[config.mk]
export PLATFORM = sky130hd
export DESIGN_NAME = stable_priority_queue_top
export DESIGN_NICKNAME = d
export VERILOG_FILES = /design/src/rtl/core/spq_pkg.sv /design/src/rtl/core/stable_priority_queue_top.sv /design/src/rtl/core/spq_cell.sv
export SDC_FILE = /design/constraint.sdc
export NUM_CORES = 2
export LEC_CHECK = 0
export ABC_CLOCK_PERIOD_IN_PS = 5500
export BUFFER_PORTS_ARGS = -buffer_cell sky130_fd_sc_hd__clkbuf_2
export CAP_MARGIN = 10
export CELL_PAD_IN_SITES_DETAIL_PLACEMENT = 1
export CELL_PAD_IN_SITES_GLOBAL_PLACEMENT = 1
export CORE_UTILIZATION = 46
export DETAILED_ROUTE_END_ITERATION = 16
export PLACE_DENSITY_LB_ADDON = 0.1
export RECOVER_POWER = 25
export SYNTH_ARGS = -nofsm -noshare
export SYNTH_HDL_FRONTEND = slang
export SYNTH_SLANG_ARGS = --single-unit
[constraint.sdc]
create_clock -name clk -period 5.5 [get_ports clk]
set_clock_uncertainty 0.2 [all_clocks]
set_input_delay 0.55 -clock clk [delete_from_list [all_inputs] [get_ports clk]]
set_output_delay 0.55 -clock clk [all_outputs]
set_load 0.01 [all_outputs]
[src/rtl/core/spq_pkg.sv]
`timescale 1ns / 1ps
// ----------------------------------------------------------------------------
// spq_pkg
// Shared types and defaults for the stable priority queue.
// ----------------------------------------------------------------------------
package spq_pkg;

    localparam int DEPTH_DEFAULT         = 16;
    localparam int PRIORITY_BITS_DEFAULT = 16;

    // Field widths of the stream payload, fixed by the interface.
    localparam int PRIO_PORT_BITS = 16;
    localparam int TAG_BITS       = 32;

    typedef enum logic {
        CMD_PUSH = 1'b0,
        CMD_POP  = 1'b1
    } spq_cmd_t;

    // Operation broadcast to every cell in the chain for one cycle.
    typedef struct packed {
        logic push;
        logic pop;
    } spq_ctrl_t;

endpackage

[src/rtl/core/stable_priority_queue_top.sv]
`timescale 1ns / 1ps
// ----------------------------------------------------------------------------
// stable_priority_queue_top
// Bounded, stable, lowest-number-first priority queue built as a cell chain.
// ----------------------------------------------------------------------------
// The queue holds up to DEPTH entries in a chain of cells kept in service
// order, the head in cell 0. Each input transaction is one command: a push
// places the entry after every entry of lower or equal priority, so equal
// priorities leave in arrival order; a pop removes the head and is ignored
// on an empty queue; a push on a full queue is dropped and flagged. Every
// cell compares its own priority with the pushed one in parallel and either
// keeps its entry, takes its left neighbour's, takes the new entry, or on a
// pop takes its right neighbour's, so one command is taken every clock
// cycle unless a waiting result is stalled, and its result transaction
// appears in the cycle after acceptance. The result stays in an output
// register until taken; a new command is taken in the same cycle that the
// waiting result leaves. After reset the queue is empty and ready at once.
// ----------------------------------------------------------------------------
module stable_priority_queue_top
    import spq_pkg::*;
#(
    parameter int DEPTH         = DEPTH_DEFAULT,
    parameter int PRIORITY_BITS = PRIORITY_BITS_DEFAULT
)
(
    input  logic        clk,
    input  logic        rst_n,
    // Command stream.
    input  logic        s_tvalid,
    output logic        s_tready,
    input  logic [47:0] s_tdata,   // [15:0] priority_req, [47:16] item_tag
    input  logic [0:0]  s_tuser,   // [0] command
    // Result stream.
    output logic        m_tvalid,
    input  logic        m_tready,
    output logic [47:0] m_tdata,   // [31:0] head_tag, [47:32] head_priority
    output logic [1:0]  m_tuser    // [0] is_empty, [1] push_dropped
);

    logic                     accept;
    spq_cmd_t                 cmd;
    logic                     full;
    logic                     empty;
    spq_ctrl_t                ctrl;
    logic [PRIORITY_BITS-1:0] new_prio;
    logic [TAG_BITS-1:0]      new_tag;
    logic [PRIO_PORT_BITS-1:0] head_prio_port;

    logic                     out_valid_reg;
    logic                     out_valid_next;
    logic                     dropped_reg;
    logic                     dropped_next;

    logic [DEPTH-1:0]         cell_valid;
    logic [DEPTH-1:0]         cell_move;
    logic [PRIORITY_BITS-1:0] cell_prio [DEPTH];
    logic [TAG_BITS-1:0]      cell_tag  [DEPTH];

    assign cmd      = spq_cmd_t'(s_tuser[0]);
    assign new_tag  = s_tdata[47:16];
    assign s_tready = !out_valid_reg || m_tready;
    assign accept   = s_tvalid && s_tready;
    assign full     = cell_valid[DEPTH-1];
    assign empty    = !cell_valid[0];

    // Only the low PRIORITY_BITS of the requested priority are kept; the
    // head priority is zero-extended or truncated to the port width.
    assign new_prio       = PRIORITY_BITS'(s_tdata[PRIO_PORT_BITS-1:0]);
    assign head_prio_port = PRIO_PORT_BITS'(cell_prio[0]);

    always_comb
    begin
        ctrl.push    = accept && (cmd == CMD_PUSH) && !full;
        ctrl.pop     = accept && (cmd == CMD_POP) && !empty;
        dropped_next = dropped_reg;
        if (accept)
        begin
            dropped_next = (cmd == CMD_PUSH) && full;
        end
        out_valid_next = out_valid_reg;
        if (accept)
        begin
            out_valid_next = 1'b1;
        end
        else if (m_tready)
        begin
            out_valid_next = 1'b0;
        end
    end

    always_ff @(posedge clk or negedge rst_n)
    begin
        if (!rst_n)
        begin
            out_valid_reg <= 1'b0;
        end
        else
        begin
            out_valid_reg <= out_valid_next;
        end
    end

    always_ff @(posedge clk)
    begin
        dropped_reg <= dropped_next;
    end

    // The chain. Cell 0 sees a left neighbour that never moves, so a push
    // that reaches it writes the new entry there; the last cell sees an
    // empty right neighbour, so a pop empties it.
    generate
        for (genvar i = 0; i < DEPTH; i++)
        begin : g_cell
            logic                     lv;
            logic                     lm;
            logic [PRIORITY_BITS-1:0] lp;
            logic [TAG_BITS-1:0]      lt;
            logic                     rv;
            logic [PRIORITY_BITS-1:0] rp;
            logic [TAG_BITS-1:0]      rt;

            if (i == 0)
            begin : g_first
                assign lv = 1'b1;
                assign lm = 1'b0;
                assign lp = new_prio;
                assign lt = new_tag;
            end
            else
            begin : g_inner_left
                assign lv = cell_valid[i-1];
                assign lm = cell_move[i-1];
                assign lp = cell_prio[i-1];
                assign lt = cell_tag[i-1];
            end

            if (i == DEPTH - 1)
            begin : g_last
                assign rv = 1'b0;
                assign rp = cell_prio[i];
                assign rt = cell_tag[i];
            end
            else
            begin : g_inner_right
                assign rv = cell_valid[i+1];
                assign rp = cell_prio[i+1];
                assign rt = cell_tag[i+1];
            end

            spq_cell #(
                .PRIORITY_BITS(PRIORITY_BITS)
            ) u_cell (
                .clk        (clk),
                .rst_n      (rst_n),
                .ctrl       (ctrl),
                .new_prio   (new_prio),
                .new_tag    (new_tag),
                .left_valid (lv),
                .left_move  (lm),
                .left_prio  (lp),
                .left_tag   (lt),
                .right_valid(rv),
                .right_prio (rp),
                .right_tag  (rt),
                .valid      (cell_valid[i]),
                .move       (cell_move[i]),
                .prio       (cell_prio[i]),
                .tag        (cell_tag[i])
            );
        end
    endgenerate

    // The head cell holds the state after the last accepted command; it
    // cannot change while a result waits, since no command is taken then.
    assign m_tvalid      = out_valid_reg;
    assign m_tdata[31:0]  = empty ? '0 : cell_tag[0];
    assign m_tdata[47:32] = empty ? '0 : head_prio_port;
    assign m_tuser[0]     = empty;
    assign m_tuser[1]     = dropped_reg;

endmodule

[src/rtl/core/spq_cell.sv]
`timescale 1ns / 1ps
// ----------------------------------------------------------------------------
// spq_cell
// One slot of the sorted chain: holds an entry and trades it with neighbours.
// ----------------------------------------------------------------------------
module spq_cell
    import spq_pkg::*;
#(
    parameter int PRIORITY_BITS = PRIORITY_BITS_DEFAULT
)
(
    input  logic                     clk,
    input  logic                     rst_n,
    input  spq_ctrl_t                ctrl,
    input  logic [PRIORITY_BITS-1:0] new_prio,
    input  logic [TAG_BITS-1:0]      new_tag,
    input  logic                     left_valid,
    input  logic                     left_move,
    input  logic [PRIORITY_BITS-1:0] left_prio,
    input  logic [TAG_BITS-1:0]      left_tag,
    input  logic                     right_valid,
    input  logic [PRIORITY_BITS-1:0] right_prio,
    input  logic [TAG_BITS-1:0]      right_tag,
    output logic                     valid,
    output logic                     move,
    output logic [PRIORITY_BITS-1:0] prio,
    output logic [TAG_BITS-1:0]      tag
);

    logic                     valid_reg;
    logic                     valid_next;
    logic [PRIORITY_BITS-1:0] prio_reg;
    logic [PRIORITY_BITS-1:0] prio_next;
    logic [TAG_BITS-1:0]      tag_reg;
    logic [TAG_BITS-1:0]      tag_next;

    // The new entry goes behind every entry of lower or equal priority.
    assign move = !valid_reg || (prio_reg > new_prio);

    always_comb
    begin
        valid_next = valid_reg;
        prio_next  = prio_reg;
        tag_next   = tag_reg;
        if (ctrl.push && move)
        begin
            valid_next = valid_reg || left_valid;
            if (left_move)
            begin
                prio_next = left_prio;
                tag_next  = left_tag;
            end
            else
            begin
                prio_next = new_prio;
                tag_next  = new_tag;
            end
        end
        else if (ctrl.pop)
        begin
            valid_next = right_valid;
            prio_next  = right_prio;
            tag_next   = right_tag;
        end
    end

    always_ff @(posedge clk or negedge rst_n)
    begin
        if (!rst_n)
        begin
            valid_reg <= 1'b0;
        end
        else
        begin
            valid_reg <= valid_next;
        end
    end

    always_ff @(posedge clk)
    begin
        prio_reg <= prio_next;
        tag_reg  <= tag_next;
    end

    assign valid = valid_reg;
    assign prio  = prio_reg;
    assign tag   = tag_reg;

endmodule
==> flow_summary.json <==
{
  "outcome": "complete, but fails checks",
  "violations": "max-capacitance violations, max-slew violations",
  "powerDensity_nw_per_um2": 430,
  "r2r_end": "g_cell[13].u_cell.prio[1]",
  "synth_cell_type_count": 60,
  "post_cts_buffers": 0,
  "grt_first_pass_wirelength_mm": 229,
  "fin_cells": 5579,
  "drc": 0,
  "setup_tns_ns": 0,
  "fp.dieH_um": 313,
  "cp_max_fo": 97,
  "drt_first_iter_violations": 2685,
  "setup_viol": 0,
  "rsz0062_at_grt": "false",
  "grt_max_degree": 98,
  "die_w_um": 313,
  "synthFlopType": "edfxtp_1",
  "grt-ovfl-total": 0,
  "seq_area_um2": 23500,
  "via_count": 34500,
  "seq_area_frac_synth": 0.529,
  "drive_gt1_frac": 0.103,
  "max_slew.worst_pin.slew_ns": 1.55,
  "p_leak_nw": 19.7,
  "power_frac_seq": 0.398,
  "pin_count": 105,
  "r2r_setup_slack_ns": 1.20,
  "ant_nets": 0,
  "slew-limit-headroom": -0.0321,
  "fillers": 10300,
  "core-area_um2": 95400,
  "cts.sinks": 786,
  "worstReg2RegStart": "m_tvalid",
  "synth_cells": 4239,
  "cp-end-kind": "flip-flop",
  "grt_use_total": 0.311,
  "hp-class": "input port to flip-flop",
  "gp_congestion": 0.894,
  "path_class": "input port to flip-flop",
  "synth_edf_count": 769,
  "synth.net_count": 4532,
  "ctsResizeCount": 0,
  "fin_crit_ns": 4.64,
  "clkLatencyLatePin_ns": 0.70,
  "min_from": "s_tdata[0]",
  "p_comb_frac": 0.316,
  "syn_area_um2": 44500,
  "routedWlPerCell_um": 27.3,
  "required_ns": 5.68,
  "vias_per_cell": 6.18,
  "root_buffer": "clkbuf_16",
  "syn_to_final_growth_pct": 11.7,
  "sw_frac_of_total": 0.360,
  "report.final.slew_viol_count": 18,
  "final_util": 0.521,
  "mostFrequentLayoutCell": "edfxtp_1",
  "dp_hpwl_mm": 97.7,
  "p_int_w": 0.0137,
  "ir_worst_vdd_uv": 309,
  "placementRows": 113,
  "r2r_cells": 8,
  "setup_ws_ns": 0.857,
  "largest_register_ffs": 512,
  "synth.avg_cell_area_um2": 10.5,
  "clock.fmax_mhz": 215,
  "antenna_found_initial": 4,
  "crit_path_start": "s_tdata[9]",
  "start_util": 0.466,
  "place_inst": 5400,
  "final_cell_mix": "edfxtp_1, nand2_1, mux2i_1, nor2_1, a21oi_1",
  "dr.pass1.iters": 6,
  "p_sw_w": 0.00768,
  "finalHoldViolations": 0,
  "hold_depth": 3,
  "synth-seq-cells": 786,
  "numCtsBuffers": 92,
  "cts_tree": "done",
  "htreeDepth": 3,
  "multiInputGateArea_um2": 19600,
  "path_clk_slew_ns": 0.06,
  "synth-warning-count": 0,
  "period_share": 0.844,
  "nets": 4526,
  "first_global_vias": 36000,
  "clock_tree.buffer_depth": 3,
  "cp-start-kind": "input port",
  "worstHoldEndpoint": "g_cell[15].u_cell.prio[0]",
  "pwr-share-clk": 0.286,
  "critical_path_arrival_ns": 4.83,
  "ys_async_sr_fraction": 0.0216,
  "ctsHoldBuffers": 4,
  "pre_cts_ws_ns": 0.591,
  "io_buffers": 104,
  "maxCapViolCount": 1,
  "wirelength_mm": 153,
  "dieArea_um2": 98000
}
[critical path, stage by stage]
cell      delay (ns)
clkbuf_1        0.56
inv_1           0.55
clkbuf_1        0.30
ha_1            0.34
and4_1          0.26
nand4_1         0.24
or3_1           0.49
o31a_2          0.15
nand2_1         0.09
clkbuf_4        0.96
o21ai_0         0.29
[power groups by stage]
stage / combinational (W) / sequential [W] / clock, W
floorplan: 0.00434 / 0.00833 / 0
global placement: 0.00648 / 0.00858 / 0
detailed placement: 0.00668 / 0.00860 / 0
CTS: 0.00673 / 0.00849 / 0.00622
global route: 0.00722 / 0.00858 / 0.00641
finish: 0.00674 / 0.00849 / 0.00611
[worst max path at each step]
stage / endpoint / slack [ns] / depth (start not counted)
floorplan: g_cell[14].u_cell.prio[0] / 0.28 / 10
global placement: g_cell[11].u_cell.tag[17] / 0.77 / 11
detailed placement: g_cell[11].u_cell.tag[17] / 0.59 / 11
CTS: g_cell[11].u_cell.tag[25] / 1.31 / 11
global route: g_cell[9].u_cell.tag[26] / 0.72 / 11
finish: g_cell[9].u_cell.tag[19] / 0.86 / 11
[synthesized netlist by cell type (11+ instances only)]
| master | count | area, µm² |
|---|---|---|
| a21o_1 | 18 | 135 |
| a21oi_1 | 401 | 2010 |
| a31oi_1 | 148 | 926 |
| and2_1 | 55 | 344 |
| and3_1 | 11 | 68.8 |
| buf_1 | 26 | 97.6 |
| buf_2 | 63 | 315 |
| clkbuf_1 | 218 | 818 |
| dfrtp_1 | 17 | 425 |
| edfxtp_1 | 769 | 23100 |
| ha_1 | 240 | 3000 |
| inv_1 | 45 | 169 |
| mux2_1 | 11 | 124 |
| mux2_2 | 84 | 946 |
| mux2i_1 | 450 | 4500 |
| nand2_1 | 686 | 2570 |
| nand2b_1 | 13 | 81.3 |
| nand3_1 | 35 | 175 |
| nand4_1 | 31 | 194 |
| nor2_1 | 442 | 1660 |
| nor2b_1 | 17 | 106 |
| nor3_1 | 12 | 60.1 |
| o211ai_1 | 13 | 97.6 |
| o21ai_0 | 309 | 1550 |
| o22a_1 | 11 | 96.3 |
[cells by family (layout without fill, tap and decap cells)]
logic type | after synthesis | in the layout | synth area share
other | 0 | 3 | 0
AND/OR/NAND/NOR | 1337 | 1337 | 0.124
adder cells (fa/ha/maj) | 240 | 240 | 0.0675
multiplexers | 545 | 545 | 0.125
AO/OA/AOI/OAI | 965 | 965 | 0.120
flip-flops | 786 | 786 | 0.529
buffers and inverters | 366 | 438 | 0.0343
[final cells by class]
class,count,area share
Antenna cell,3,0.000151
Clock buffer,117,0.0495
Clock inverter,55,0.00964
Inverter,46,0.00350
Multi-Input combinational cell,3087,0.395
Sequential cell,786,0.473
Tap cell,1265,0.0319
Timing Repair Buffer,220,0.0366
[routing by layer]
layer,global-route usage,share of wire,vias to the layer above
met1,0.414,0.43,17700
li1,-,-,15500
met3,0.0438,0.058,258
met2,0.522,0.48,1068
met5,0,0,-
met4,0.0987,0.030,0
[per-stage QoR]
step | hold slack (ns) | power, W | instance area (µm²)
finish | 0.165 | 0.0213 | 49700
global route | 0.231 | 0.0222 | 49700
CTS | 0.137 | 0.0214 | 49800
detailed placement | 0.332 | 0.0153 | 46800
global placement | 0.330 | 0.0151 | 46800
floorplan | 0.0544 | 0.0127 | 44500
No activity file was read; power rests on OpenSTA's default activity.
